`src/hw/rtl/gsppm_pkg.sv`:
```
`timescale 1ns / 1ps
// ----------------------------------------------------------------------------
// gsppm_pkg
// shared types, register map, codes, constants and helper functions of the gas sensor
// ppm conversion pipeline
// ----------------------------------------------------------------------------
package gsppm_pkg;

   localparam int RAW_W     = 12;
   localparam int LOG_STEPS = 16;
   localparam int DIV_BITS  = 34;
   localparam int EXP_STEPS = 16;

   localparam int LOG10_2_Q16 = 19728;
   localparam int LOG2_10_Q16 = 217706;

   // register map
   localparam logic [2:0] REG_RO          = 3'd0;
   localparam logic [2:0] REG_LPG_X       = 3'd1;
   localparam logic [2:0] REG_LPG_Y       = 3'd2;
   localparam logic [2:0] REG_LPG_SLOPE   = 3'd3;
   localparam logic [2:0] REG_SMOKE_X     = 3'd4;
   localparam logic [2:0] REG_SMOKE_Y     = 3'd5;
   localparam logic [2:0] REG_SMOKE_SLOPE = 3'd6;

   localparam logic [15:0] RO_RESET          = 16'd2560;
   localparam logic [15:0] LPG_X_RESET       = 16'd9421;
   localparam logic [15:0] LPG_Y_RESET       = 16'd819;
   localparam logic [15:0] LPG_SLOPE_RESET   = 16'hF8CD;
   localparam logic [15:0] SMOKE_X_RESET     = 16'd9421;
   localparam logic [15:0] SMOKE_Y_RESET     = 16'd2171;
   localparam logic [15:0] SMOKE_SLOPE_RESET = 16'hF91F;

   // gas selector codes
   localparam logic [1:0] OP_PASS_LO = 2'd0;
   localparam logic [1:0] OP_LPG     = 2'd1;
   localparam logic [1:0] OP_SMOKE   = 2'd2;
   localparam logic [1:0] OP_PASS_HI = 2'd3;

   // result status codes
   localparam logic [1:0] ST_OK   = 2'd0;
   localparam logic [1:0] ST_ZERO = 2'd1;
   localparam logic [1:0] ST_SAT  = 2'd2;

   typedef enum logic [2:0] {
      KIND_CURVE,
      KIND_PASS,
      KIND_ZERO,
      KIND_SAT,
      KIND_TINY
   } kind_type;

   typedef struct packed {
      kind_type         kind;
      logic [RAW_W-1:0] raw;
   } ctl_type;

   typedef struct packed {
      logic [15:0] x;
      logic [15:0] y;
      logic [15:0] slope;
   } curve_type;

   typedef struct packed {
      logic [4:0]  pn;
      logic [4:0]  pd;
      logic [31:0] mn;
      logic [31:0] md;
      logic [15:0] fn;
      logic [15:0] fd;
   } lg_type;

   typedef struct packed {
      logic [15:0]         rem;
      logic [DIV_BITS-1:0] dvd;
      logic [15:0]         dsr;
      logic                neg;
   } dv_type;

   typedef struct packed {
      logic [30:0] acc;
      logic [15:0] f;
      logic [4:0]  sh;
   } ex_type;

   // integer square root, used only at elaboration
   function automatic logic [63:0] gsppm_isqrt(input logic [63:0] v_in);
      logic [63:0] v;
      logic [63:0] res;
      logic [63:0] b;
      v   = v_in;
      res = '0;
      b   = 64'd1 << 62;
      for (int i = 0; i < 32; i++) begin
         if (v >= res + b) begin
            v   = v - (res + b);
            res = (res >> 1) + b;
         end else begin
            res = res >> 1;
         end
         b = b >> 2;
      end
      return res;
   endfunction

   // 2^(1/2^k) in q30 by repeated truncating square roots
   function automatic logic [30:0] gsppm_root_q30(input int k);
      logic [63:0] root;
      root = 64'h8000_0000;
      for (int j = 1; j <= k; j++) begin
         root = gsppm_isqrt(root << 30);
      end
      return root[30:0];
   endfunction

   // index of the highest set bit, zero for zero
   function automatic logic [4:0] gsppm_msb(input logic [31:0] v);
      logic [4:0] p;
      p = '0;
      for (int i = 0; i < 32; i++) begin
         if (v[i]) begin
            p = 5'(i);
         end
      end
      return p;
   endfunction

endpackage

```
`src/hw/rtl/gsppm_div_cell.sv`:
```
`timescale 1ns / 1ps
// ----------------------------------------------------------------------------
// gsppm_div_cell
// one restoring step of the division by the curve slope
// ----------------------------------------------------------------------------
module gsppm_div_cell import gsppm_pkg::*; (
   input  logic        clock,
   input  logic        reset,
   input  logic        en,
   input  logic        in_valid,
   input  ctl_type     in_ctl,
   input  logic [15:0] in_x,
   input  dv_type      in_dv,
   output logic        out_valid,
   output ctl_type     out_ctl,
   output logic [15:0] out_x,
   output dv_type      out_dv
);

   logic        valid_ff;
   ctl_type     ctl_ff;
   logic [15:0] x_ff;
   dv_type      dv_ff;
   dv_type      dv_in;
   logic [16:0] r2;
   logic [16:0] diff;
   logic        ge;

   always_comb begin
      dv_in = in_dv;
      r2    = {in_dv.rem, in_dv.dvd[DIV_BITS-1]};
      diff  = r2 - {1'b0, in_dv.dsr};
      ge    = (r2 >= {1'b0, in_dv.dsr});
      dv_in.rem = ge ? diff[15:0] : r2[15:0];
      dv_in.dvd = {in_dv.dvd[DIV_BITS-2:0], ge};
   end

   always_ff @(posedge clock) begin
      if (reset) begin
         valid_ff <= 1'b0;
      end else if (en) begin
         valid_ff <= in_valid;
      end
   end

   always_ff @(posedge clock) begin
      if (en) begin
         ctl_ff <= in_ctl;
         x_ff   <= in_x;
         dv_ff  <= dv_in;
      end
   end

   assign out_valid = valid_ff;
   assign out_ctl   = ctl_ff;
   assign out_x     = x_ff;
   assign out_dv    = dv_ff;

endmodule

```
`config.mk`:
```
export PLATFORM = sky130hd
export DESIGN_NAME = gsppm_div_cell
export DESIGN_NICKNAME = d
export VERILOG_FILES = /design/src/hw/rtl/gsppm_pkg.sv /design/src/hw/rtl/gsppm_div_cell.sv
export SDC_FILE = /design/constraint.sdc
export NUM_CORES = 1
export LEC_CHECK = 0
export ABC_AREA = 1
export BUFFER_PORTS_ARGS = -buffer_cell sky130_fd_sc_hd__buf_2
export CAP_MARGIN = 20
export CORE_MARGIN = 2
export CORE_UTILIZATION = 42
export CTS_CLUSTER_SIZE = 14
export DETAILED_ROUTE_END_ITERATION = 16
export PLACE_DENSITY_LB_ADDON = 0.25
export SLEW_MARGIN = 40
export SYNTH_ARGS = -nofsm -noshare
export SYNTH_HDL_FRONTEND = slang
export SYNTH_SLANG_ARGS = --single-unit
```
`constraint.sdc`:
```
create_clock -name clock -period 1.7 [get_ports clock]
set_input_delay 0.17 -clock clock [delete_from_list [all_inputs] [get_ports clock]]
set_output_delay 0.17 -clock clock [all_outputs]
set_load 0.1 [all_outputs]
```
==> flow_metrics.env <==
export IMPL_status="complete, no violations"
export IMPL_grt_max_degree=44
export IMPL_path_common_cell="nand2_1"
export IMPL_globalplace_congestion=0.916
export IMPL_hold_slack_ps=34.7
export IMPL_synth_top_family_by_area="simple AND/OR/NAND/NOR gates"
export IMPL_drt_iter0_drc=215
export IMPL_p_sw_share_pct=42.6
export IMPL_synth_fa_ha_area_share_pct=5.13
export IMPL_period_share_pct=88.2
export IMPL_cp_slowest_stage_delay_ps=380
export IMPL_core_area_um2=9860
export IMPL_cap_violations=0
export IMPL_yosysUniqueCellTypes=24
export IMPL_die_y_um=105
export IMPL_grt_pass1_wl_um=19500
export IMPL_fin_skew_ps=0
export IMPL_synth_area_um2=4300
export IMPL_synth_warnings=0
export IMPL_synth_compound_area_share_pct=1.46
export IMPL_relSlewSlack_pct=65.9
export IMPL_fin_cells=838
export IMPL_track_usage_pct=22.8
export IMPL_leakage_nw=3.29
export IMPL_row_count=36
export IMPL_clockBufferDepth=2
export IMPL_syn_to_final_growth_pct=56.9
export IMPL_antenna_found_initial=1
export IMPL_cts_buffers=9
export IMPL_synth_seq_cells=99
export IMPL_post_route_util_pct=68.3
export IMPL_hold_violations=0
export IMPL_io_pins=201
export IMPL_drc=0
export IMPL_cp_num_buf_inv=4
export IMPL_routed_wl_um=12400
export IMPL_dpl_cell_area_um2=5760
export IMPL_dp_hpwl_um=8310
export IMPL_p_total_mw=7.11
export IMPL_final_cell_area_um2=6740
export IMPL_clkTransAtPathRegs_ps=100
export IMPL_yosysTopAreaCellShare_pct=68.5
export IMPL_crit_type="input pin to flop"
export IMPL_cts_sinks=99
export IMPL_vias=3871
export IMPL_h_tree_depth=3
export IMPL_crit_path_max_fanout=6
export IMPL_start_util_pct=43.5
export IMPL_seqCellArea_um2=2960
export IMPL_die_w_um=105
export IMPL_layout_nets=819
export IMPL_clock_latency_ps=360
export IMPL_avgViaCountPerCell=4.62
export IMPL_fin_ws_ps=200
export IMPL_vdd_ir_drop_worst_v=0.000537
export IMPL_cp_start_kind="input pin"
export IMPL_path_cells="buf_2 > inv_1 > ha_1 > nand2_2 > nor2_2 > nand3_1 > nand3_2 > nand2_1 > nand2_2 > inv_1 > buf_4 > nand2_1 > nand2_1"
export IMPL_grt_overflow=0
export IMPL_placed_cells=742
export IMPL_dieArea_um2=11100
export IMPL_clockPowerShare_pct=19.9
export IMPL_place_ws_ps=-170
export IMPL_switchingPower_mw=3.03
export IMPL_wl_per_cell_um=14.8
export IMPL_cp_required_ps=1820
export IMPL_synthXorXnorAreaFrac_pct=1.22
export IMPL_synth_area_leaders="edfxtp_1, nand2_1, inv_1"
export IMPL_cp_arrival_ps=1620
export IMPL_slowest_stage="ha_1"
export IMPL_cts_tree="done"
export IMPL_cts_setup_buffers=0
export IMPL_synth_cells=370
export IMPL_multi_input_area_um2=1060
export IMPL_clockRootBuffer="clkbuf_8"
export IMPL_tightest_slew_ps=515
export IMPL_rsz0062_at_grt="false"
export IMPL_p_seq_share_pct=42.1
export IMPL_cpLargestDelayFamily="simple AND/OR/NAND/NOR gates"
export IMPL_drtAntennaViolNets=0
export IMPL_p_per_area_nw_per_um2=1060
export IMPL_synth_nets=489
export IMPL_p_int_mw=4.08
export IMPL_syn_avg_cell_area_um2=11.6
export IMPL_p_comb_share_pct=38.0
export IMPL_hold_class="input pin to flop"
export IMPL_final_max_slew_violation_count=0
export IMPL_final_setup_tns_ps=0
export IMPL_portBuffers=200
export IMPL_synth_mux_area_share_pct=0.233
export IMPL_drive_gt1_share_pct=37.4
export IMPL_grt_pass1_vias=3951
export IMPL_setup_violations=0
export IMPL_fill_cells=753
export IMPL_diodes=0
export IMPL_drt_pass1_iter_count=5
export IMPL_yosys_area_share_simple_pct=16.7
export IMPL_fmax_ghz=0.667
export IMPL_endpoint_kind="flop"
export IMPL_yosysSeqAreaShare_pct=69.0
export IMPL_period_needed_ps=1500
export IMPL_yosys_area_top_type="edfxtp_1"
==> cell usage after synthesis, drive strengths merged <==
library cell  number
ha                16
xnor2              1
fa                 1
mux2i              1
buf                3
nand2            122
or2                1
nor2              20
nand3             19
o21ai              2
and2               2
o21bai             1
nor3               2
xor2               5
a21oi              9
edfxtp            98
dfxtp              1
nand4              4
inv               60
nand3b             2
==> cell usage in the layout (no fill, tap or decap), drive strengths merged <==
master / count
a21oi: 9
o21bai: 1
o21ai: 2
and2: 2
nand3: 19
ha: 16
nand3b: 2
dlygate4sd3: 80
nand4: 4
xnor2: 1
mux2i: 1
nor3: 2
nand2: 122
clkbuf: 9
or2: 1
buf: 242
fa: 1
edfxtp: 98
xor2: 5
dfxtp: 1
clkinv: 2
inv: 62
clkinvlp: 3
nor2: 20
==> flip-flops by register name (all words and copies together), names as in the netlist <==
signal     count
out_x         16
out_dv        67
out_valid      1
out_ctl       15
==> final timing paths <==
kind	start	to	slack (ps)	cells after the start
setup / recovery	in_dv[9]	out_dv[65]	200	13
hold / removal	in_dv[2]	out_dv[2]	30	1
setup reg to reg	out_valid	out_valid	1110	2
hold reg to reg	out_valid	out_valid	520	2
==> power groups by stage <==
stage,Combinational (mW),Sequential [mW],Clock [mW]
global placement,2.53,3.04,0
finish,2.70,2.99,1.41
CTS,2.70,2.99,1.43
global route,2.83,3.01,1.53
floorplan,0.378,4.64,0
detailed placement,2.55,3.04,0
==> worst register-to-register path: stages (launching register included) <==
cell     delay (ps)
dfxtp_1         330
mux2i_1         120
nor2_1           50
==> layout make-up <==
cell class              count  area share (%)
clock buffers               9            1.84
repair buffers            322            31.8
multi-input cells         208            15.8
clock inverters             7           0.780
well taps                 133            2.47
inverters                  60            3.34
flip-flops and latches     99            44.0
==> cell families after synthesis <==
logic type      after synthesis
xor+xnor                      6
flops                        99
fa+ha+maj                    17
mux                           1
buf+inv                      63
simple gates                172
compound gates               12
==> layer usage <==
metal	global-route usage, %	vias up	share of wire, %
met4	8.86	2	2.9
met3	6.80	32	6.1
met1	25.3	1810	39
met5	0	-	0.11
met2	41.0	147	52
li1	-	1880	-
==> repair_timing <==
action / 4_1_cts / 5_1_grt
hold buffers: 80 / 0
resized for setup: 0 / 0
hold endpoints to repair: 80 / 0
No activity file was read; power rests on OpenSTA's default activity.
