===== src/hw/rtl/gsppm_pkg.sv =====
`timescale 1ns / 1ps
// ----------------------------------------------------------------------------
// gsppm_pkg
// shared types, register map, codes, constants and helper functions of the gas sensor
// ppm conversion pipeline
// ----------------------------------------------------------------------------
package gsppm_pkg;

   localparam int RAW_W     = 12;
   localparam int LOG_STEPS = 16;
   localparam int DIV_BITS  = 34;
   localparam int EXP_STEPS = 16;

   localparam int LOG10_2_Q16 = 19728;
   localparam int LOG2_10_Q16 = 217706;

   // register map
   localparam logic [2:0] REG_RO          = 3'd0;
   localparam logic [2:0] REG_LPG_X       = 3'd1;
   localparam logic [2:0] REG_LPG_Y       = 3'd2;
   localparam logic [2:0] REG_LPG_SLOPE   = 3'd3;
   localparam logic [2:0] REG_SMOKE_X     = 3'd4;
   localparam logic [2:0] REG_SMOKE_Y     = 3'd5;
   localparam logic [2:0] REG_SMOKE_SLOPE = 3'd6;

   localparam logic [15:0] RO_RESET          = 16'd2560;
   localparam logic [15:0] LPG_X_RESET       = 16'd9421;
   localparam logic [15:0] LPG_Y_RESET       = 16'd819;
   localparam logic [15:0] LPG_SLOPE_RESET   = 16'hF8CD;
   localparam logic [15:0] SMOKE_X_RESET     = 16'd9421;
   localparam logic [15:0] SMOKE_Y_RESET     = 16'd2171;
   localparam logic [15:0] SMOKE_SLOPE_RESET = 16'hF91F;

   // gas selector codes
   localparam logic [1:0] OP_PASS_LO = 2'd0;
   localparam logic [1:0] OP_LPG     = 2'd1;
   localparam logic [1:0] OP_SMOKE   = 2'd2;
   localparam logic [1:0] OP_PASS_HI = 2'd3;

   // result status codes
   localparam logic [1:0] ST_OK   = 2'd0;
   localparam logic [1:0] ST_ZERO = 2'd1;
   localparam logic [1:0] ST_SAT  = 2'd2;

   typedef enum logic [2:0] {
      KIND_CURVE,
      KIND_PASS,
      KIND_ZERO,
      KIND_SAT,
      KIND_TINY
   } kind_type;

   typedef struct packed {
      kind_type         kind;
      logic [RAW_W-1:0] raw;
   } ctl_type;

   typedef struct packed {
      logic [15:0] x;
      logic [15:0] y;
      logic [15:0] slope;
   } curve_type;

   typedef struct packed {
      logic [4:0]  pn;
      logic [4:0]  pd;
      logic [31:0] mn;
      logic [31:0] md;
      logic [15:0] fn;
      logic [15:0] fd;
   } lg_type;

   typedef struct packed {
      logic [15:0]         rem;
      logic [DIV_BITS-1:0] dvd;
      logic [15:0]         dsr;
      logic                neg;
   } dv_type;

   typedef struct packed {
      logic [30:0] acc;
      logic [15:0] f;
      logic [4:0]  sh;
   } ex_type;

   // integer square root, used only at elaboration
   function automatic logic [63:0] gsppm_isqrt(input logic [63:0] v_in);
      logic [63:0] v;
      logic [63:0] res;
      logic [63:0] b;
      v   = v_in;
      res = '0;
      b   = 64'd1 << 62;
      for (int i = 0; i < 32; i++) begin
         if (v >= res + b) begin
            v   = v - (res + b);
            res = (res >> 1) + b;
         end else begin
            res = res >> 1;
         end
         b = b >> 2;
      end
      return res;
   endfunction

   // 2^(1/2^k) in q30 by repeated truncating square roots
   function automatic logic [30:0] gsppm_root_q30(input int k);
      logic [63:0] root;
      root = 64'h8000_0000;
      for (int j = 1; j <= k; j++) begin
         root = gsppm_isqrt(root << 30);
      end
      return root[30:0];
   endfunction

   // index of the highest set bit, zero for zero
   function automatic logic [4:0] gsppm_msb(input logic [31:0] v);
      logic [4:0] p;
      p = '0;
      for (int i = 0; i < 32; i++) begin
         if (v[i]) begin
            p = 5'(i);
         end
      end
      return p;
   endfunction

endpackage


===== src/hw/rtl/gsppm_log_cell.sv =====
`timescale 1ns / 1ps
// ----------------------------------------------------------------------------
// gsppm_log_cell
// one squaring step of the log2 fraction, for numerator and denominator
// ----------------------------------------------------------------------------
module gsppm_log_cell import gsppm_pkg::*; #(
   parameter int BIT = 15
) (
   input  logic      clock,
   input  logic      reset,
   input  logic      en,
   input  logic      in_valid,
   input  ctl_type   in_ctl,
   input  curve_type in_cur,
   input  lg_type    in_lg,
   output logic      out_valid,
   output ctl_type   out_ctl,
   output curve_type out_cur,
   output lg_type    out_lg
);

   logic      valid_ff;
   ctl_type   ctl_ff;
   curve_type cur_ff;
   lg_type    lg_ff;
   lg_type    lg_in;
   logic [63:0] sq_n;
   logic [63:0] sq_d;

   always_comb begin
      lg_in = in_lg;
      sq_n  = 64'(in_lg.mn) * 64'(in_lg.mn);
      sq_d  = 64'(in_lg.md) * 64'(in_lg.md);
      // renormalize when the square reaches two
      if (sq_n[63]) begin
         lg_in.mn     = sq_n[63:32];
         lg_in.fn[BIT] = 1'b1;
      end else begin
         lg_in.mn = sq_n[62:31];
      end
      if (sq_d[63]) begin
         lg_in.md     = sq_d[63:32];
         lg_in.fd[BIT] = 1'b1;
      end else begin
         lg_in.md = sq_d[62:31];
      end
   end

   always_ff @(posedge clock) begin
      if (reset) begin
         valid_ff <= 1'b0;
      end else if (en) begin
         valid_ff <= in_valid;
      end
   end

   always_ff @(posedge clock) begin
      if (en) begin
         ctl_ff <= in_ctl;
         cur_ff <= in_cur;
         lg_ff  <= lg_in;
      end
   end

   assign out_valid = valid_ff;
   assign out_ctl   = ctl_ff;
   assign out_cur   = cur_ff;
   assign out_lg    = lg_ff;

endmodule


===== config.mk =====
export PLATFORM = sky130hd
export DESIGN_NAME = gsppm_log_cell
export DESIGN_NICKNAME = d
export VERILOG_FILES = /design/src/hw/rtl/gsppm_pkg.sv /design/src/hw/rtl/gsppm_log_cell.sv
export SDC_FILE = /design/constraint.sdc
export NUM_CORES = 2
export LEC_CHECK = 0
export ABC_AREA = 0
export BUFFER_PORTS_ARGS = -buffer_cell sky130_fd_sc_hd__buf_4
export CAP_MARGIN = 20
export CORE_MARGIN = 3
export CORE_UTILIZATION = 43
export DETAILED_ROUTE_END_ITERATION = 16
export PLACE_DENSITY_LB_ADDON = 0.08
export RECOVER_POWER = 100
export SETUP_SLACK_MARGIN = 0.05
export SLEW_MARGIN = 20
export SYNTH_ARGS = -nofsm -noshare
export SYNTH_HDL_FRONTEND = slang
export SYNTH_SLANG_ARGS = --single-unit
export TNS_END_PERCENT = 10

===== constraint.sdc =====
create_clock -name clock -period 7.5 [get_ports clock]
set_input_delay 0.75 -clock clock [delete_from_list [all_inputs] [get_ports clock]]
set_output_delay 0.75 -clock clock [all_outputs]
set_load 0.02 [all_outputs]

==> impl_summary.md <==
Finish
The filler cells instantiated in the layout total about 14k. The leading cell type in the layout, fill and taps excluded is sky130_fd_sc_hd__inv_1. The footprint of the multi-input gates is 0.0518 mm². The final non-filler cell total is 9660. In the final design database the tool counted 10.1k nets. The signed area change from the synthesized netlist to the final layout is 22.9%. The area used by sequential logic in the layout is roughly 0.0051 mm².

The share of layout cells above drive strength 1 is 21.4%. In the layout the commonest cells are sky130_fd_sc_hd__inv_1, sky130_fd_sc_hd__fa_1, sky130_fd_sc_hd__buf_4, sky130_fd_sc_hd__ha_1, sky130_fd_sc_hd__nand2_1.

Die
The core region is 0.147 mm². The number of placed I/O pins is 343. The row count is 140. The floorplan step set the die width to 392 µm. The initial standard-cell utilization of the core is between 40 and 50%.

In this run the vertical extent of the chip is ~400 µm. The die covers approximately 0.15 mm².

Setup path
The arrival time of data at the critical path endpoint is roughly 8.1 ns. Grouping stages by cell kind, the critical path spends the most delay in adder cells. The type of destination of the critical path is a register. The number of buffers and inverters on the critical path is 9. On the worst path, the slowest cell contributes a delay of about 0.56 ns. The slowest library cell on the worst path is sky130_fd_sc_hd__fa_1. The worst setup path category is input port to register.

Along the worst path, the maximum fanout reaches 13. For the worst setup path, the data required time is 7.75 ns. The category of the worst setup path launch point is an input port.

The cell seen most often among critical-path stages is sky130_fd_sc_hd__fa_1.

Synthesis
In the post-synthesis netlist, the biggest area contributors are sky130_fd_sc_hd__fa_1, sky130_fd_sc_hd__ha_1, sky130_fd_sc_hd__inv_1. Counting flops with a built-in enable in the synthesized netlist gives approximately 170. The synthesized design spends more area on one cell type than any other, namely sky130_fd_sc_hd__fa_1. The most used flip-flop cell after synthesis is sky130_fd_sc_hd__edfxtp_1.

The count of different cell masters after synthesis is 86. Counting flops and latches in the post-synthesis netlist gives 170. The Yosys step of the flow raised 0 warnings. Counting every instance in the synthesized netlist gives roughly 6.5k. Of the post-synthesis cell area, the dominant cell type holds 49.5%. The share of synthesized registers carrying an async set or reset is 0%. The post-synth net total is 8832. The share of the Yosys chip area taken by registers is 7.96%. The average cell area after synthesis is 9.87 µm².

The post-synthesis instance area is 0.0640 mm².

CTS
The number of clock sinks is 170. The master cell of the clock root buffer is sky130_fd_sc_hd__clkbuf_16. Clock-pin slew was measured on the worst setup and hold paths at 0.08 ns.

The clock reaches the later pin of the worst-skew pair after 0.49 ns. Buffers inserted during clock tree synthesis total 17. TritonCTS built the clock tree. The clock tree buffer depth is 2. The clock tree synthesis step divided the H-tree into 4 levels.

The number of hold-repair buffers added at the cts stage is 0.

Global routing
The total global routing track utilization is 25.5%. The first global-routing pass estimated 299000 µm of wire. Entering global routing, the biggest net connects 70 pins. For this run the aggregate overflow at the end of global routing stands at 0. The number of antenna violations at the first check in global routing is 7. The via count of the first global-routing pass was 52.8k.

Run status
The run finished, with violations left. The final reports fail on max-capacitance violations, max-slew violations, negative setup slack.

Routing
The iteration count of the initial detailed-routing pass is 5. The number of antenna-violating nets in the routed design is 0. In this run, the number of DRC markers left after iteration 0 of detailed routing was 2198. For this run, design rule violations remaining after detail routing come to 0.

After detailed routing, the number of vias per cell comes to 4.76. Across all layers, the routed design uses 46.0k vias. After detailed routing, the average wire length per cell comes to 19.2 µm. After detailed routing, the total wire length is 186000 µm.

STA
Dividing the final minimum period by the clock period gives 104%. For the final database, setup skew stands at 0 ns. Setup repair after global routing could not meet its margin everywhere. The count of final hold-check violations is 0.

Static timing analysis puts the maximum clock frequency at around 130 MHz. The final count of negative-setup-slack endpoints is 66. After layout, the minimum clock period comes to 7.82 ns. In the post-route analysis, the smallest setup slack over all paths is -0.322 ns. The max-slew violation count is about 180. The worst slew margin relative to its limit is -167%. The actual slew at the worst max-slew pin is 4.01 ns.

Place
The count of port buffers added during placement is 342. Counting tap cells, the placed design contains a total of about 9.6k instances. After legalization and detailed placement, the total HPWL measured 164000 µm. The placer's final routability congestion estimate is 0.902.

Min path
The worst hold-check path type is input port to register.

Flow run
The number of max-cap violations is 3.
## layout make-up
class	instances	share of cell area (%)
sequential	170	6.48
tap	1917	3.05
timing repair buffer	1454	14.5
antenna	3	0.00955
inverter	1955	9.34
clock buffer	17	0.541
clock inverter	15	0.220
multi-input combinational	4129	65.9
## registers in the layout, summed over array words and instances, names as in the netlist
name	cells
out_lg	106
out_ctl	15
out_valid	1
out_cur	48
## final timing paths
check,cells after the start,slack (ns),start,end
max reg2reg,2,6.85,out_valid,out_valid
min,2,0.41,reset,out_valid
min reg2reg,2,0.51,out_valid,out_valid
max,27,-0.32,in_lg[45],out_lg[43]
## timing repair
| action | in CTS | in global routing |
|---|---|---|
| gates cloned | 5 | 2 |
| setup buffers | 15 | 14 |
| setup endpoints to repair | 66 | 66 |
| gates resized for setup | 203 | 173 |
| pin swaps | 97 | 90 |
| endpoints found under the hold margin | 0 | 0 |
## metrics by stage
stage | setup TNS (ns) | setup slack, ns | hold slack (ns) | utilization, % | instance area (µm²)
after floorplan | -17.94 | -0.342 | 0.579 | - | 64600
after global placement | -68.55 | -1.17 | 0.487 | 52.3 | 76800
after detailed placement | -67.37 | -1.13 | 0.494 | 52.3 | 76800
after CTS | -14.85 | -0.309 | 0.334 | 53.5 | 78500
after global routing | -28.83 | -0.536 | 0.381 | 53.6 | 78600
final | -15.44 | -0.322 | 0.406 | 53.6 | 78600
## cell usage after synthesis (62+ instances only)
cell type,n
sky130_fd_sc_hd__inv_1,1954
sky130_fd_sc_hd__fa_1,1582
sky130_fd_sc_hd__ha_1,598
sky130_fd_sc_hd__nand2_1,566
sky130_fd_sc_hd__and2_1,463
sky130_fd_sc_hd__clkbuf_1,210
sky130_fd_sc_hd__edfxtp_1,169
sky130_fd_sc_hd__a21oi_1,117
sky130_fd_sc_hd__nor2_1,109
sky130_fd_sc_hd__a21o_1,80
sky130_fd_sc_hd__xnor2_1,75
sky130_fd_sc_hd__xor2_1,75
sky130_fd_sc_hd__o21ai_0,62
## kinds of logic after synthesis
kind of cell	share of synthesized area [%]
multiplexers	1.06
flip-flops	7.96
adder cells (fa/ha/maj)	61.2
AND/OR/NAND/NOR	10.1
AO/OA/AOI/OAI	4.83
buffers and inverters	12.8
XOR/XNOR	2.05
## per-layer routing
layer	part of all wire, %	up-vias	track usage, %	wire, µm
met5	0	-	0	0
met4	3.1	0	7.13	5700
met3	4.1	190	2.87	7630
met2	48	887	42.8	89400
met1	45	23400	35.0	83000
li1	-	21500	-	-
## worst reg2reg max path, delay by kind of cell, from the launching register on
| family | cells | cell delay [ns] |
|---|---|---|
| flops | 1 | 0.34 |
| simple gates | 1 | 0.18 |
| mux | 1 | 0.07 |
Power is not shown: default switching activity piles up to over one toggle a cycle in this logic, so the estimate is an artifact.
