<file path="config.mk">
export PLATFORM = sky130hd
export DESIGN_NAME = gsppm_exp_cell
export DESIGN_NICKNAME = d
export VERILOG_FILES = /design/src/hw/rtl/gsppm_pkg.sv /design/src/hw/rtl/gsppm_exp_cell.sv
export SDC_FILE = /design/constraint.sdc
export NUM_CORES = 1
export LEC_CHECK = 0
export ABC_AREA = 1
export BUFFER_PORTS_ARGS = -buffer_cell sky130_fd_sc_hd__buf_2
export CORE_ASPECT_RATIO = 1.75
export CORE_MARGIN = 1
export CORE_UTILIZATION = 35
export CTS_CLUSTER_DIAMETER = 60
export CTS_CLUSTER_SIZE = 10
export DETAILED_ROUTE_END_ITERATION = 6
export GPL_ROUTABILITY_DRIVEN = 0
export PLACE_DENSITY = 0.62
export SLEW_MARGIN = 20
export SYNTH_ARGS = -nofsm -noshare
export SYNTH_HDL_FRONTEND = slang
export SYNTH_SLANG_ARGS = --single-unit
</file>
<file path="constraint.sdc">
create_clock -name clock -period 6.66 [get_ports clock]
set_input_delay 0.999 -clock clock [delete_from_list [all_inputs] [get_ports clock]]
set_output_delay 0.999 -clock clock [all_outputs]
set_load 0.01 [all_outputs]
</file>
<file path="src/hw/rtl/gsppm_pkg.sv">
`timescale 1ns / 1ps
// ----------------------------------------------------------------------------
// gsppm_pkg
// shared types, register map, codes, constants and helper functions of the gas sensor
// ppm conversion pipeline
// ----------------------------------------------------------------------------
package gsppm_pkg;

   localparam int RAW_W     = 12;
   localparam int LOG_STEPS = 16;
   localparam int DIV_BITS  = 34;
   localparam int EXP_STEPS = 16;

   localparam int LOG10_2_Q16 = 19728;
   localparam int LOG2_10_Q16 = 217706;

   // register map
   localparam logic [2:0] REG_RO          = 3'd0;
   localparam logic [2:0] REG_LPG_X       = 3'd1;
   localparam logic [2:0] REG_LPG_Y       = 3'd2;
   localparam logic [2:0] REG_LPG_SLOPE   = 3'd3;
   localparam logic [2:0] REG_SMOKE_X     = 3'd4;
   localparam logic [2:0] REG_SMOKE_Y     = 3'd5;
   localparam logic [2:0] REG_SMOKE_SLOPE = 3'd6;

   localparam logic [15:0] RO_RESET          = 16'd2560;
   localparam logic [15:0] LPG_X_RESET       = 16'd9421;
   localparam logic [15:0] LPG_Y_RESET       = 16'd819;
   localparam logic [15:0] LPG_SLOPE_RESET   = 16'hF8CD;
   localparam logic [15:0] SMOKE_X_RESET     = 16'd9421;
   localparam logic [15:0] SMOKE_Y_RESET     = 16'd2171;
   localparam logic [15:0] SMOKE_SLOPE_RESET = 16'hF91F;

   // gas selector codes
   localparam logic [1:0] OP_PASS_LO = 2'd0;
   localparam logic [1:0] OP_LPG     = 2'd1;
   localparam logic [1:0] OP_SMOKE   = 2'd2;
   localparam logic [1:0] OP_PASS_HI = 2'd3;

   // result status codes
   localparam logic [1:0] ST_OK   = 2'd0;
   localparam logic [1:0] ST_ZERO = 2'd1;
   localparam logic [1:0] ST_SAT  = 2'd2;

   typedef enum logic [2:0] {
      KIND_CURVE,
      KIND_PASS,
      KIND_ZERO,
      KIND_SAT,
      KIND_TINY
   } kind_type;

   typedef struct packed {
      kind_type         kind;
      logic [RAW_W-1:0] raw;
   } ctl_type;

   typedef struct packed {
      logic [15:0] x;
      logic [15:0] y;
      logic [15:0] slope;
   } curve_type;

   typedef struct packed {
      logic [4:0]  pn;
      logic [4:0]  pd;
      logic [31:0] mn;
      logic [31:0] md;
      logic [15:0] fn;
      logic [15:0] fd;
   } lg_type;

   typedef struct packed {
      logic [15:0]         rem;
      logic [DIV_BITS-1:0] dvd;
      logic [15:0]         dsr;
      logic                neg;
   } dv_type;

   typedef struct packed {
      logic [30:0] acc;
      logic [15:0] f;
      logic [4:0]  sh;
   } ex_type;

   // integer square root, used only at elaboration
   function automatic logic [63:0] gsppm_isqrt(input logic [63:0] v_in);
      logic [63:0] v;
      logic [63:0] res;
      logic [63:0] b;
      v   = v_in;
      res = '0;
      b   = 64'd1 << 62;
      for (int i = 0; i < 32; i++) begin
         if (v >= res + b) begin
            v   = v - (res + b);
            res = (res >> 1) + b;
         end else begin
            res = res >> 1;
         end
         b = b >> 2;
      end
      return res;
   endfunction

   // 2^(1/2^k) in q30 by repeated truncating square roots
   function automatic logic [30:0] gsppm_root_q30(input int k);
      logic [63:0] root;
      root = 64'h8000_0000;
      for (int j = 1; j <= k; j++) begin
         root = gsppm_isqrt(root << 30);
      end
      return root[30:0];
   endfunction

   // index of the highest set bit, zero for zero
   function automatic logic [4:0] gsppm_msb(input logic [31:0] v);
      logic [4:0] p;
      p = '0;
      for (int i = 0; i < 32; i++) begin
         if (v[i]) begin
            p = 5'(i);
         end
      end
      return p;
   endfunction

endpackage

</file>
<file path="src/hw/rtl/gsppm_exp_cell.sv">
`timescale 1ns / 1ps
// ----------------------------------------------------------------------------
// gsppm_exp_cell
// one step of the exp2 fraction: multiply by a root of two when its bit is set
// ----------------------------------------------------------------------------
module gsppm_exp_cell import gsppm_pkg::*; #(
   parameter int STEP = 1
) (
   input  logic    clock,
   input  logic    reset,
   input  logic    en,
   input  logic    in_valid,
   input  ctl_type in_ctl,
   input  ex_type  in_ex,
   output logic    out_valid,
   output ctl_type out_ctl,
   output ex_type  out_ex
);

   localparam logic [30:0] ROOT = gsppm_root_q30(STEP);

   logic        valid_ff;
   ctl_type     ctl_ff;
   ex_type      ex_ff;
   ex_type      ex_in;
   logic [61:0] prod;

   always_comb begin
      ex_in = in_ex;
      prod  = 62'(in_ex.acc) * 62'(ROOT);
      if (in_ex.f[EXP_STEPS-STEP]) begin
         ex_in.acc = prod[60:30];
      end
   end

   always_ff @(posedge clock) begin
      if (reset) begin
         valid_ff <= 1'b0;
      end else if (en) begin
         valid_ff <= in_valid;
      end
   end

   always_ff @(posedge clock) begin
      if (en) begin
         ctl_ff <= in_ctl;
         ex_ff  <= ex_in;
      end
   end

   assign out_valid = valid_ff;
   assign out_ctl   = ctl_ff;
   assign out_ex    = ex_ff;

endmodule

</file>
==> qor.csv, run 1 <==
stage;metric;value;unit
clock_network;htreeDepth;3;
drt;dr.pass1.iters;5;
setup_path;cp-endpoint;out_ex[48];
drt;wirelength;65260;um
clock_network;cts.clk_slew.worst_paths;70;ps
final_layout;final_util;0.4375;
timing;fin_tns_setup;0;ps
floorplan;start_util;0.3545;
setup_path;critPathArrivalTime;6760;ps
floorplan;design.die.area;59060;sq um
timing;worstMarginPinSlew;982.6;ps
global_route;grtUsageTotal;0.2289;
global_route;grt_max_degree;69;
drt;drt_iter0_markers;730;
synthesis;synth.yosys.seq_area_share;0.09999;
worst_hold_path;hold_path.class;reg2reg;
worst_hold_path;hold_path.startpoint;out_valid;
global_route;grt_pass1_vias;18006;
final_layout;final_nets;3541;
drt;vias_per_cell;4.718;
timing;finalCriticalPeriod;6530;ps
setup_path;reg2reg_to;out_valid;
final_layout;area_growth;23.43;%
drt;wl_per_cell;18.65;um
floorplan;die_y;320.8;um
timing;rsz0062_at_grt;true;
setup_path;max_stage_delay;560;ps
final_layout;mostFrequentLayoutCell;inv_1;
timing;setup_ws;130.2;ps
flow_run;max-cap-violations;0;
setup_path;worstSetupPathType;in2reg;
final_layout;final_cell_mix;715 x inv_1, 381 x nand2_1, 356 x ha_1;
setup_path;rrSetupSlack;6060;ps
drt;drc;0;
setup_path;endpoint_kind;flip-flop;
clock_network;clk_path_buf_depth;2;
setup_path;cpMaxStageDelayCell;fa_1;
global_route;grt_antenna_before_repair;0;
floorplan;ios;139;
timing;slew_violations;0;
clock_network;cts_buffers;9;
floorplan;rows;116;
final_layout;final_area;25080;sq um
placement;dpl_cell_area;23630;sq um
clock_network;clkSinkCount;68;
synthesis;syn_inst;2353;
setup_path;crit_start;in_ex[39];
setup_path;start_kind;input pin;
synthesis;syn-num-nets;3167;
setup_path;crit_top_cell;inv_1;
floorplan;die-width;184.1;um
synthesis;yosysWarnings;0;
drt;antenna_left;0;
setup_path;r2r_start;out_valid;
clock_network;cts_root_buffer;clkbuf_16;
synthesis;synth_area_per_cell;8.636;sq um
clock_network;worstSkewPairLatency;350;ps
timing;setup_viol;0;
global_route;grt_first_pass_wirelength;98750;um
timing;hold_violations;0;
setup_path;reg2regPathDepth;2;
global_route;grt_overflow;0;
placement;portBuffers;138;
setup_path;required;6890;ps
placement;place_ws;-464.7;ps
timing;clock-skew-final;0;ps
timing;max_slew_margin;0.3450;
final_layout;diodes;0;
timing;fin_crit_sh;0.9805;
synthesis;syn_area;20320;sq um
clock_network;cts_tree;built;
drt;vias;16510;
synthesis;ys_seq_elements;68;
floorplan;coreArea;57330;sq um
placement;hpwl;57930;um
timing;fmax;153.1;MHz
setup_path;path_max_fanout;5;
synthesis;ys_types;32;
outcome;status;finished, final reports clean;
final_layout;post_route_cells_drive_above_1_share;0.2149;
## metrics by stage
step	hold WS (ps)	instances
after global routing	556.8	3499
final	502.4	3499
after floorplan	527.9	2353
after CTS	496.7	3492
after global placement	467.9	3476
after detailed placement	480.6	3476
## synthesized netlist by cell type
| library cell | instances | area share |
|---|---|---|
| a21boi_0 | 1 | 0.00037 |
| a21o_1 | 14 | 0.0052 |
| a21oi_1 | 74 | 0.018 |
| and2_1 | 1 | 0.00031 |
| buf_2 | 1 | 0.00025 |
| clkbuf_1 | 5 | 0.00092 |
| dfxtp_1 | 1 | 0.00099 |
| edfxtp_1 | 67 | 0.099 |
| fa_1 | 330 | 0.33 |
| ha_1 | 413 | 0.25 |
| inv_1 | 725 | 0.13 |
| inv_2 | 9 | 0.0017 |
| mux2i_1 | 1 | 0.00049 |
| nand2_1 | 407 | 0.075 |
| nand2_2 | 13 | 0.0040 |
| nand2b_1 | 1 | 0.00031 |
| nand3_1 | 71 | 0.017 |
| nand3b_1 | 8 | 0.0030 |
| nand4_1 | 14 | 0.0043 |
| nor2_1 | 80 | 0.015 |
| nor2_2 | 15 | 0.0046 |
| nor2_4 | 3 | 0.0017 |
| nor3_1 | 7 | 0.0017 |
| nor3_2 | 6 | 0.0030 |
| nor3_4 | 2 | 0.0016 |
| nor4_1 | 1 | 0.00031 |
| nor4_2 | 2 | 0.0012 |
| o21ai_0 | 40 | 0.0099 |
| o21ai_1 | 5 | 0.0012 |
| o21bai_1 | 7 | 0.0026 |
| xnor2_1 | 7 | 0.0030 |
| xor2_1 | 22 | 0.0095 |
## state kept, by name, summed over array words and instances (netlist names)
| name | flops |
|---|---|
| out_ctl | 15 |
| out_ex | 52 |
| out_valid | 1 |
## what timing repair did
item	4_1_cts	5_1_grt
gates resized for setup	26	201
pin swaps	0	51
setup buffers	0	7
hold buffers	0	0
endpoints found under the setup margin	19	31
## routing by layer
metal / part of all wire / wire length, um / GRT usage / vias to the layer above
li1: - / - / - / 7855
met1: 0.32 / 21010 / 0.2121 / 7986
met2: 0.54 / 35210 / 0.4361 / 433
met3: 0.030 / 1934 / 0.01976 / 236
met4: 0.11 / 7114 / 0.2065 / 0
met5: 0 / 0 / 0 / -
## worst max-delay path, delay by kind of cell
| family | cells | cell delay (ps) |
|---|---|---|
| adder cells (fa/ha/maj) | 9 | 4090 |
| AND/OR/NAND/NOR | 8 | 890 |
| buffers and inverters | 10 | 770 |
## layout make-up
type                            instances  area (sq um)
Clock buffer                           10         229.0
Timing Repair Buffer                  369          2517
Inverter                              734          2755
Sequential cell                        68          2032
Tap cell                              767         959.7
Fill cell                            5646         32250
Clock inverter                          6         65.06
Multi-Input combinational cell       1545         16520
## how the worst min path moves through the flow
stage / to / slack (ps) / cells after the start
after detailed placement: out_valid / 480 / 2
final: out_valid / 500 / 2
after global placement: out_valid / 470 / 2
after global routing: out_valid / 560 / 2
after floorplan: out_valid / 530 / 2
after CTS: out_valid / 500 / 2
## cells by family (layout without fill, tap and decap cells)
kind of cell / after synthesis / after routing / share of synthesized area
adder cells (fa/ha/maj): 743 / 743 / 0.5794
buffers and inverters: 740 / 1119 / 0.1368
AND/OR/NAND/NOR: 631 / 631 / 0.1334
AO/OA/AOI/OAI: 141 / 141 / 0.03744
flip-flops: 68 / 68 / 0.09999
XOR/XNOR: 29 / 29 / 0.01250
multiplexers: 1 / 1 / 0.0004926
Power of run 1 is left out: the tool's default activity adds up to more than one toggle a clock period on the data nets, which glitch-free logic cannot reach.
==> run 2: changes to the inputs <==
Settings changed: CORE_UTILIZATION 35 to 40, PLACE_DENSITY 0.62 to 0.68.
==> qor.csv, run 2 (synthesis results as in run 1) <==
stage;metric;value;unit;change
outcome;status;finished, final reports clean;;
floorplan;die_y;300.2;um;-6.4%
final_layout;fill_cells;4528;;-20%
clock_network;cts_tree;built;;
global_route;grtUsageTotal;0.2540;;+0.02517
global_route;grt_overflow;0;;unchanged
timing;hold_violations;0;;unchanged
placement;place_ws;-556.4;ps;-91.72 ps
placement;dpl_cell_area;23280;sq um;-1.5%
floorplan;design.die.area;51740;sq um;-12%
setup_path;worstSetupPathType;in2reg;;
global_route;grt_use_met3;0.02738;;+0.007622
drt;antenna_left;0;;unchanged
final_layout;diodes;0;;unchanged
clock_network;cts.clk_slew.worst_paths;60;ps;about the same
drt;drc;0;;unchanged
setup_path;critPathArrivalTime;6660;ps;-100 ps
timing;finalCriticalPeriod;6578;ps;+48.23 ps
floorplan;coreArea;49860;sq um;-13%
timing;setup_ws;81.93;ps;-48.23 ps
clock_network;htreeDepth;3;;unchanged
final_layout;final_area;24940;sq um;-0.56%
clock_network;postCtsHoldBufs;0;;unchanged
timing;max_slew_margin;0.3352;;-0.009739
final_layout;final_cell_mix;694 x inv_1, 378 x nand2_1, 352 x ha_1;;
timing;fin_crit_sh;0.9877;;+0.007242
clock_network;cts_buffers;9;;unchanged
setup_path;required;6740;ps;-150 ps
drt;drt_iter0_markers;938;;+28%
floorplan;die-width;172.4;um;-6.4%
timing;clock-skew-final;0;ps;unchanged
worst_hold_path;hold_path.class;reg2reg;;
setup_path;max_stage_delay;570;ps;about the same
timing;slew_violations;0;;unchanged
timing;rsz0062_at_grt;true;;
final_layout;final_nets;3513;;-0.79%
global_route;top_usage_layer;met2;;
placement;portBuffers;138;;unchanged
global_route;grt_first_pass_wirelength;97060;um;-1.7%
timing;fmax;152.0;MHz;-0.73%
global_route;met2_usage;0.4652;;+0.02913
floorplan;rows;108;;-6.9%
flow_run;max-cap-violations;0;;unchanged
drt;vias_per_cell;4.984;;+5.6%
clock_network;clk_path_buf_depth;2;;unchanged
global_route;grt_util_met1;0.2450;;+0.03291
drt;wirelength;64140;um;-1.7%
global_route;grt_antenna_before_repair;3;;+3
final_layout;register_area;2032;sq um;unchanged
timing;worstMarginPinSlew;997.2;ps;+14.61 ps
timing;fin_tns_setup;0;ps;unchanged
setup_path;endpoint_kind;flip-flop;;
clock_network;cts_root_buffer;clkbuf_16;;
drt;dr.pass1.iters;7;;+2
final_layout;area_growth;22.74;%;
global_route;grt_max_degree;69;;unchanged
setup_path;start_kind;input pin;;
final_layout;mostFrequentLayoutCell;inv_1;;
final_layout;post_route_cells_drive_above_1_share;0.2189;;+0.004074
setup_path;crit_top_cell;fa_1;;
timing;setup_viol;0;;unchanged
floorplan;start_util;0.4075;;+0.05308
placement;hpwl;55390;um;-4.4%
floorplan;ios;139;;unchanged
setup_path;cpMaxStageDelayCell;fa_2;;
final_layout;multi_input_area;16680;sq um;+0.93%
setup_path;path_max_fanout;4;;-1
final_layout;final_util;0.5002;;+0.06271
drt;wl_per_cell;19.07;um;+2.2%
clock_network;clkSinkCount;68;;unchanged
global_route;grt_pass1_vias;18435;;+2.4%
clock_network;worstSkewPairLatency;330;ps;-20 ps
final_layout;largest_reg_flops;52;;unchanged
drt;vias;16767;;+1.6%
-- run 2: per-layer routing --
metal / vias to the layer above / routed length (um)
li1: 7796 / -
met1: 8151 / 20860
met2: 534 / 33580
met3: 282 / 2470
met4: 4 / 7191
met5: - / 31
-- run 2: timing repair --
item / CTS / global route
cloned: 0 / 0
pin swaps: 1 / 86
resized for setup: 39 / 261
hold endpoints to repair: 0 / 0
setup endpoints to repair: 25 / 31
setup buffers: 0 / 9
-- run 2: final timing paths --
kind,slack [ps],startpoint,to,cells past startpoint
worst max-delay path,80,in_ex[22],out_ex[36],26
worst min-delay path,490,out_valid,out_valid,2
worst max register to register,6070,out_valid,out_valid,2
worst min register to register,490,out_valid,out_valid,2
-- run 2: worst max-delay path, delay by kind of cell --
| family | cells | cell delay, ps |
|---|---|---|
| adder cells (fa/ha/maj) | 9 | 4130 |
| buffers and inverters | 6 | 380 |
| AND/OR/NAND/NOR | 10 | 940 |
| XOR/XNOR | 1 | 180 |
-- run 2: area by class of cell --
cell class | count | share of cell area
timing repair buffer | 341 | 0.09326
multi-input combinational | 1545 | 0.6687
sequential | 68 | 0.08147
tap | 660 | 0.03311
inverter | 734 | 0.1106
clock inverter | 7 | 0.003913
clock buffer | 9 | 0.009030
-- run 2: per-stage QoR --
step / hold slack (ps) / instances
2_1_floorplan: 527.9 / 2353
3_3_place_gp: 473.6 / 3340
3_5_place_dp: 488.2 / 3340
4_1_cts: 502.5 / 3356
5_1_grt: 543.8 / 3364
6_report: 494.1 / 3364
Power of run 2 is left out for the same reason.
